### src/hw/rtl/utf8f_pkg.sv
// Shared types, constants and the Latin-1 accent table for the UTF-8 folder.
`timescale 1ns / 1ps

package utf8f_pkg;

  localparam int ByteW = 8;
  localparam int CharW = 7;
  localparam int SkipW = 2;

  localparam logic [ByteW-1:0] AsciiUpperA = 8'h41;
  localparam logic [ByteW-1:0] AsciiUpperZ = 8'h5A;
  localparam logic [ByteW-1:0] CaseBit     = 8'h20;
  localparam logic [ByteW-1:0] AsciiLimit  = 8'h80;
  localparam logic [ByteW-1:0] AccentLead  = 8'hC3;
  localparam logic [ByteW-1:0] ContLow     = 8'h80;
  localparam logic [ByteW-1:0] ContHigh    = 8'hBF;
  localparam logic [ByteW-1:0] UpperLast   = 8'h9E;
  localparam logic [ByteW-1:0] SharpS      = 8'h9F;
  localparam logic [ByteW-1:0] Lead2Low    = 8'hC2;
  localparam logic [ByteW-1:0] Lead2High   = 8'hDF;
  localparam logic [ByteW-1:0] Lead3Low    = 8'hE0;
  localparam logic [ByteW-1:0] Lead3High   = 8'hEF;
  localparam logic [ByteW-1:0] Lead4Low    = 8'hF0;
  localparam logic [ByteW-1:0] Lead4High   = 8'hF4;

  localparam logic [CharW-1:0] NoChar = 7'h00;

  // Sequence tracking carried from one byte to the next.
  typedef struct packed {
    logic [SkipW-1:0] skip_remaining;
    logic             accent_pending;
  } fold_state_t;

  // One result beat.
  typedef struct packed {
    logic             char_valid;
    logic [CharW-1:0] out_char;
    logic             end_of_string;
  } fold_result_t;

  // Second byte of a 0xC3 pair to its lowercase ASCII base, or NoChar.
  function automatic logic [CharW-1:0] accent_base(logic [ByteW-1:0] lo);
    logic [ByteW-1:0] f;
    logic [CharW-1:0] r;
    f = lo;
    r = NoChar;
    if (lo >= ContLow && lo <= ContHigh) begin
      if (lo <= UpperLast) begin
        f = lo | CaseBit;
      end
      priority if (f >= 8'hA0 && f <= 8'hA5) r = 7'h61;  // a
      else if (f == 8'hA7)                   r = 7'h63;  // c
      else if (f >= 8'hA8 && f <= 8'hAB)     r = 7'h65;  // e
      else if (f >= 8'hAC && f <= 8'hAF)     r = 7'h69;  // i
      else if (f == 8'hB1)                   r = 7'h6E;  // n
      else if (f >= 8'hB2 && f <= 8'hB6)     r = 7'h6F;  // o
      else if (f >= 8'hB9 && f <= 8'hBC)     r = 7'h75;  // u
      else if (f == 8'hBD || f == 8'hBF)     r = 7'h79;  // y
      else if (f == SharpS)                  r = 7'h73;  // s
      else                                   r = NoChar;
    end
    return r;
  endfunction

endpackage

### src/hw/rtl/utf8f_fold.sv
// Per-byte folding logic: result of one byte and the sequence state after it.
`timescale 1ns / 1ps

module utf8f_fold (
  input  logic [utf8f_pkg::ByteW-1:0] byte_i,
  input  logic                        last_i,
  input  utf8f_pkg::fold_state_t      state_i,
  output utf8f_pkg::fold_result_t     result_o,
  output utf8f_pkg::fold_state_t      state_o
);
  import utf8f_pkg::*;

  logic             valid;
  logic [CharW-1:0] ch;
  fold_state_t      st;

  always_comb begin
    valid = 1'b0;
    ch    = NoChar;
    st    = state_i;
    priority if (state_i.skip_remaining != '0) begin
      if (state_i.accent_pending) begin
        ch    = accent_base(byte_i);
        valid = (ch != NoChar);
      end
      st.accent_pending = 1'b0;
      st.skip_remaining = state_i.skip_remaining - SkipW'(1);
    end else if (byte_i >= AsciiUpperA && byte_i <= AsciiUpperZ) begin
      valid = 1'b1;
      ch    = CharW'(byte_i + CaseBit);
    end else if (byte_i < AsciiLimit) begin
      valid = 1'b1;
      ch    = byte_i[CharW-1:0];
    end else begin
      // A lead byte sets how many continuation bytes to drop.
      priority if (byte_i >= Lead2Low && byte_i <= Lead2High) st.skip_remaining = 2'd1;
      else if (byte_i >= Lead3Low && byte_i <= Lead3High)     st.skip_remaining = 2'd2;
      else if (byte_i >= Lead4Low && byte_i <= Lead4High)     st.skip_remaining = 2'd3;
      else                                                    st.skip_remaining = 2'd0;
      st.accent_pending = (byte_i == AccentLead);
    end
    // The end of a string always leaves the next one starting clean.
    if (last_i) begin
      st = '0;
    end
  end

  assign result_o = '{char_valid: valid, out_char: ch, end_of_string: last_i};
  assign state_o  = st;

endmodule

### src/hw/rtl/utf8_latin1_accent_fold.sv
// Top level of the UTF-8 to lowercase ASCII folder with Latin-1 accent removal.
`timescale 1ns / 1ps

// Takes one UTF-8 byte per beat and gives exactly one result beat per input
// beat: ASCII letters come out lowercase, other ASCII passes, multi-byte
// sequences are dropped except that a 0xC3 pair yields the base letter of an
// accented Latin-1 character when it has one. A byte is held in an input
// register and folded into an output register, and one byte can be taken
// every cycle while the output is not stalled; the input stage keeps
// accepting while a finished result waits, and stalls only when both stages
// are full. The sequence state clears after a byte marked last.

module utf8_latin1_accent_fold (
  input  logic                        clk,
  input  logic                        rst_n,
  input  logic                        in_valid,
  output logic                        in_stall,
  input  logic [utf8f_pkg::ByteW-1:0] in_byte,
  input  logic                        in_is_last,
  output logic                        out_valid,
  input  logic                        out_stall,
  output logic                        out_char_valid,
  output logic [utf8f_pkg::CharW-1:0] out_char,
  output logic                        out_end_of_string
);
  import utf8f_pkg::*;

  logic             in_valid_r, in_valid_nxt;
  logic [ByteW-1:0] in_byte_r;
  logic             in_last_r;
  logic             out_valid_r, out_valid_nxt;
  fold_result_t     result_r;
  fold_state_t      state_r, state_nxt;
  fold_result_t     fold_res;
  fold_state_t      fold_st;
  logic             out_free;
  logic             advance;
  logic             in_take;

  utf8f_fold u_fold (
    .byte_i   (in_byte_r),
    .last_i   (in_last_r),
    .state_i  (state_r),
    .result_o (fold_res),
    .state_o  (fold_st)
  );

  assign out_free = !out_valid_r || !out_stall;
  assign advance  = in_valid_r && out_free;
  assign in_stall = in_valid_r && !out_free;
  assign in_take  = in_valid && !in_stall;

  always_comb begin
    in_valid_nxt  = in_take || (in_valid_r && !advance);
    out_valid_nxt = advance || (out_valid_r && out_stall);
    state_nxt     = advance ? fold_st : state_r;
  end

  always_ff @(posedge clk) begin
    if (!rst_n) begin
      in_valid_r  <= 1'b0;
      out_valid_r <= 1'b0;
      state_r     <= '0;
    end else begin
      in_valid_r  <= in_valid_nxt;
      out_valid_r <= out_valid_nxt;
      state_r     <= state_nxt;
    end
  end

  always_ff @(posedge clk) begin
    if (in_take) begin
      in_byte_r <= in_byte;
      in_last_r <= in_is_last;
    end
    if (advance) begin
      result_r <= fold_res;
    end
  end

  assign out_valid         = out_valid_r;
  assign out_char_valid    = result_r.char_valid;
  assign out_char          = result_r.out_char;
  assign out_end_of_string = result_r.end_of_string;

  // An accent pair always has exactly its second byte left to skip.
  a_accent_skip: assert property (@(posedge clk) disable iff (!rst_n)
    state_r.accent_pending |-> state_r.skip_remaining == 2'd1)
    else $error("accent pending without a single byte left to skip");

  // The byte that closes a string leaves no sequence state behind.
  a_end_clears: assert property (@(posedge clk) disable iff (!rst_n)
    (advance && in_last_r) |=> state_r == '0)
    else $error("sequence state survived the end of a string");

  // A dropped character always carries a zero code.
  a_char_code: assert property (@(posedge clk) disable iff (!rst_n)
    (out_valid_r && !out_char_valid) |-> (out_char == NoChar))
    else $error("dropped character carries a nonzero code");

  // A beat waiting in the input register moves on as soon as the output frees.
  a_no_bubble: assert property (@(posedge clk) disable iff (!rst_n)
    (in_valid_r && !out_valid_r) |=> out_valid_r)
    else $error("input beat was not moved into an empty output register");

endmodule

### config.mk
export PLATFORM = sky130hd
export DESIGN_NAME = utf8_latin1_accent_fold
export DESIGN_NICKNAME = d
export VERILOG_FILES = /design/src/hw/rtl/utf8f_pkg.sv /design/src/hw/rtl/utf8f_fold.sv /design/src/hw/rtl/utf8_latin1_accent_fold.sv
export SDC_FILE = /design/constraint.sdc
export NUM_CORES = 1
export LEC_CHECK = 0
export BUFFER_PORTS_ARGS = -buffer_cell sky130_fd_sc_hd__buf_2
export CELL_PAD_IN_SITES_DETAIL_PLACEMENT = 0
export CELL_PAD_IN_SITES_GLOBAL_PLACEMENT = 1
export CORE_MARGIN = 3
export CORE_UTILIZATION = 41
export DETAILED_ROUTE_END_ITERATION = 16
export PLACE_DENSITY = 0.74
export SETUP_SLACK_MARGIN = 0.5
export SYNTH_ARGS = -nofsm -noshare
export SYNTH_HDL_FRONTEND = slang
export SYNTH_SLANG_ARGS = --single-unit
### constraint.sdc
create_clock -name clk -period 2.4 [get_ports clk]
set_clock_uncertainty 0.1 [all_clocks]
set_input_delay 0.24 -clock clk [delete_from_list [all_inputs] [get_ports clk]]
set_output_delay 0.24 -clock clk [all_outputs]
set_load 0.02 [all_outputs]
Word-level counts from Yosys, hierarchy flattened
Cells that the tools add are included.
{"block": "word_totals", "elab_cells": 99, "regBits": 23}
{"block": "op_classes", "reduce_logical": 27, "muxes": 31, "add_sub_neg": 2, "n_lt_le_gt_ge": 22, "eq_ne": 8}
{"cell": "two-way mux 7 bit", "n": 16}
{"cell": "less-or-equal comparator 8 bit, second input constant", "n": 10}
{"cell": "greater-or-equal comparator 8 bit, second input constant", "n": 9}
{"cell": "== test 8 bit, second input constant", "n": 6}
{"cell": "two-way mux 8 bit", "n": 3}
{"cell": "logical AND 1 bit", "n": 15}
{"cell": "two-way mux 3 bit", "n": 4}
{"cell": "greater-or-equal comparator 8 x 7 -> 1 bit, second input constant", "n": 1}
{"cell": "less-or-equal comparator 8 x 7 -> 1 bit, second input constant", "n": 1}
{"cell": "less-than comparator 8 bit, second input constant", "n": 1}
{"cell": "adder 7 x 6 -> 7 bit, second input constant", "n": 1}
{"cell": "nonzero test 7 bit", "n": 1}
{"cell": "two-way mux 2 bit", "n": 3}
{"cell": "two-way mux 6 bit", "n": 1}
{"cell": "!= test 3 x 2 -> 1 bit, second input constant", "n": 2}
{"cell": "logical NOT 1 bit", "n": 5}
{"cell": "logical OR 1 bit", "n": 4}
{"cell": "two-way mux 1 bit", "n": 4}
{"cell": "AND reduction 3 bit", "n": 1}
{"cell": "nonzero test 2 bit", "n": 1}
{"cell": "subtractor 2 x 1 -> 2 bit, second input constant", "n": 1}

Logic depth before layout (Yosys ltp)
{"block": "depth", "depth_word": 21, "depth_mapped": 8, "ltp_nobuf": 7}

Modules after synthesis
A second synthesis with hierarchy kept.
{"block": "unflattened", "cells_unflattened": 128, "hier_area_um2": 1285.0}
{"module": "utf8_latin1_accent_fold", "n_inst": 1, "area_per_inst_um2": 749.5, "cells_per_inst": 39}
{"module": "utf8f_fold", "n_inst": 1, "area_per_inst_um2": 535.5, "cells_per_inst": 89}

Worst setup path before layout
OpenSTA, ideal clock, no wires.
{"block": "synth_path", "path_kind": "register to register", "start": "reg in_byte_r[6]", "end": "reg result_r, in the netlist out_char[0] (data pin)", "path_stages_with_launch": 8, "arrival_ns": 1.693, "setup_slack_ns": 0.347, "period_less_slack_ns": 2.053, "setup_time_ns": 0.261, "path_cell_list": "edfxtp_1 > buf_2 > inv_1 > ha_1 > nor2b_1 > or4_1 > and2_4 > a221o_1"}
{"item": "start, declared", "line_no": "utf8_latin1_accent_fold.sv:29", "text": "logic [ByteW-1:0] in_byte_r;"}
{"item": "start signal, assigned", "line_no": "utf8_latin1_accent_fold.sv:73", "text": "in_byte_r <= in_byte;"}
{"item": "end signal, assigned", "line_no": "utf8_latin1_accent_fold.sv:77", "text": "result_r <= fold_res;"}
{"item": "end, declared", "line_no": "utf8_latin1_accent_fold.sv:32", "text": "fold_result_t result_r;"}

==> summary.txt <==
Synth
  – Yosys top cell by area: edfxtp_1
  – Number of distinct library cells after synthesis: 40
  – Async set-reset flop share out of synthesis: 0%
  – Synth area leaders: edfxtp_1 (41%), dfxtp_1 (7.7%), nor2b_1 (4.8%), nand2_1 (3.7%), nand2b_1 (3.4%)
  – Mean Syn Cell Area: 9.59 um2
  – Most frequent cell after synthesis: edfxtp_1
  – Yosys reg bits: 23
  – Dominant synthesized flop cell: edfxtp_1
  – Sequential share of the synthesized area: 49.1%
  – Share of the synthesized area in the top cell type: 41.5%
  – Syn Nets: 152
  – Most frequent cells after synthesis: edfxtp_1 (18), nand2_1 (13), nor2b_1 (10)
  – Yosys warns: 0
  – Synthesized area: 1300 um2
  – Post-Syn Instances: 136
  – Number of enable flip-flop cells after synthesis: 18

STA
  – Worst slew pin tran: 716 ps
  – Worst hold margin: 34.3 ps
  – Fin crit share: 83.9%
  – Highest clock rate: 497 MHz
  – Final TNS setup: 0 ps
  – Slew HR: 52.1%
  – Final hold viol count: 0
  – Setup-failing EPs final: 0
  – RSZ-0062 raised after global routing: yes
  – Min Tclk post-route: 2010 ps
  – Slew Limit Fails: 0
  – Setup WS post-layout: 386 ps

Setup path
  – Critical path capture point type: flip-flop
  – Worst path bufs/invs: 1
  – Critical path data arrival time: 1990 ps
  – Crit Path Max Fanout: 5
  – Crit path from: in_byte_r[5]$_DFFE_PP_
  – CP Cell Sequence: inv_2, ha_2, nor2b_1, or4_4, and2_4, a221o_1
  – Critical setup path kind: flip-flop to flip-flop
  – Max incr delay on CP: 430 ps
  – Delay-heaviest family, CP: simple AND/OR/NAND/NOR gates
  – CP Launch Type: flip-flop
  – Worst r2r src: in_byte_r[5]$_DFFE_PP_
  – Worst Path Required: 2380 ps
  – CP max stage cell: edfxtp_1

Clock network
  – H-tree levels: 1
  – Later-pin clock latency in the skew report: 310 ps
  – Clock root cell: clkbuf_4
  – Num CTS Buffers: 3
  – CTS tree: built
  – Clock sinks: 23
  – CTS clk-pin slew, worst paths: 130 ps
  – Max Root-Sink Buffers: 2

Floorplan
  – Core area: 2900 um2
  – Starting Density: 45.0%
  – Die ar.: 3890 um2
  – I/O Pins: 24
  – Height of the die: 62.4 um
  – Num rows: 19
  – Die width: 62.4 um

Detailed routing
  – DR top layer: met4
  – Iteration-0 DRC Markers: 41
  – Vias per cell: 5.24
  – Antenna Nets Post-Route: 0
  – Remaining DRCs: 0
  – Vias: 1,210
  – Drt pass-1 iters: 6
  – Drt wl/cell: 12.8 um
  – Met1 wire length: 1320 um
  – Wire length on met3: 107 um
  – Wirelength, routed: 2960 um
  – WL met2: 1500 um

Placement
  – IO buf count: 23
  – GP Congestion: 0.886
  – Worst slack at placement: 357 ps
  – HPWL after DPL: 1980 um

Global route
  – Vias in the first global route: 1,106
  – First-pass GRT wire length: 4750 um
  – Largest net degree at the start of global routing: 14
  – Total gr overflow: 0
  – Initial antenna violation count: 0
  – Total GRT Usage: 14.9%

Layout
  – Antenna Cells: 0
  – Finished Core Util: 61.0%
  – Share of layout cells above drive strength 1: 33.9%
  – Nets: 206
  – Layout area overhead: 35.7%
  – Fill count: 250

Power and ir drop
  – Static leakage: 0.725 nW
  – VDD IR max: 352 uV
  – Tot Pwr: 807 uW
  – PD cells: 456 nW/um2

Outcome
  – Outcome: finished, final reports clean

Hold path
  – Worst Hold Class: primary input to flip-flop
  – Critical hold path startpoint: in_valid

Flow run
  – Max-cap violations: 0
## cell usage in the layout (no fill, tap or decap), drive strengths merged, types with 2 or more instances in the layout
cell         Yosys  routed
and2             2       2
o21ai            7       7
a31o             2       2
nor2             6       6
nor2b           10      10
edfxtp          18      18
a31oi            2       2
o22ai            2       2
o21a             2       2
ha               3       3
inv              6       6
and3             2       2
nand2           14      14
a21oi            7       7
nand2b           7       7
a21boi           2       2
or2              3       3
buf              3      47
dfxtp            5       5
dlygate4sd3      0       9
o211ai           4       4
clkbuf           4       3
nand3            6       6
nor3             5       5
## registers in the layout (all words and copies together), names as in the netlist
signal and cells:
in_byte_r 8, in_last_r 1, in_valid_r 1, out_char 7, out_char_valid 1, out_end_of_string 1
out_valid 1, state_r 3
## repair_timing
item                       in CTS  in global routing
resized for setup               1                  6
hold endpoints to repair        9                  0
hold buffers                    9                  0
buffers inserted                3                 15
setup endpoints to repair       7                  7
pin swaps                       2                  2
## final cells by class
| cell class | instances | area (um2) | area share, % |
|---|---|---|---|
| repair buffers | 56 | 385 | 21.8 |
| multi-input cells | 100 | 641 | 36.2 |
| well taps | 42 | 52.6 | 2.97 |
| flip-flops and latches | 23 | 641 | 36.2 |
| clock buffers | 3 | 22.5 | 1.27 |
| clock inverters | 1 | 5.00 | 0.283 |
| inverters | 6 | 22.5 | 1.27 |
## cell families after synthesis
kind of cell | synth area share [%]
multiplexers | 0.768
flip-flops | 49.1
AND/OR/NAND/NOR | 24.0
buffers and inverters | 4.03
adder cells (fa/ha/maj) | 2.88
AO/OA/AOI/OAI | 19.2
## layer usage
| layer | vias up | global-route usage, % |
|---|---|---|
| met5 | - | 0 |
| met4 | 0 | 6.34 |
| met3 | 4 | 1.62 |
| met2 | 32 | 26.6 |
| met1 | 567 | 18.2 |
| li1 | 607 | - |
## power breakdown
part           total [mW]  switching (mW)  internal (mW)
Combinational       0.161          0.0823         0.0785
Sequential          0.465          0.0139          0.452
Clock               0.181           0.119         0.0623
Total               0.807           0.215          0.592
## metrics by stage
| step | instances | area, um2 |
|---|---|---|
| after floorplan | 136 | 1310 |
| after global placement | 200 | 1490 |
| after detailed placement | 200 | 1490 |
| after CTS | 216 | 1630 |
| after global routing | 231 | 1770 |
| final | 231 | 1770 |
## worst paths after layout
| kind | endpoint | slack [ps] | depth (start not counted) |
|---|---|---|---|
| hold reg to reg | out_valid$_SDFF_PN0_ | 430 | 2 |
| setup / recovery | out_char[0]$_DFFE_PP_ | 390 | 6 |
| hold / removal | in_valid_r$_SDFF_PN0_ | 30 | 2 |
| setup reg to reg | out_char[0]$_DFFE_PP_ | 390 | 6 |
No activity file was read; power rests on OpenSTA's default activity.
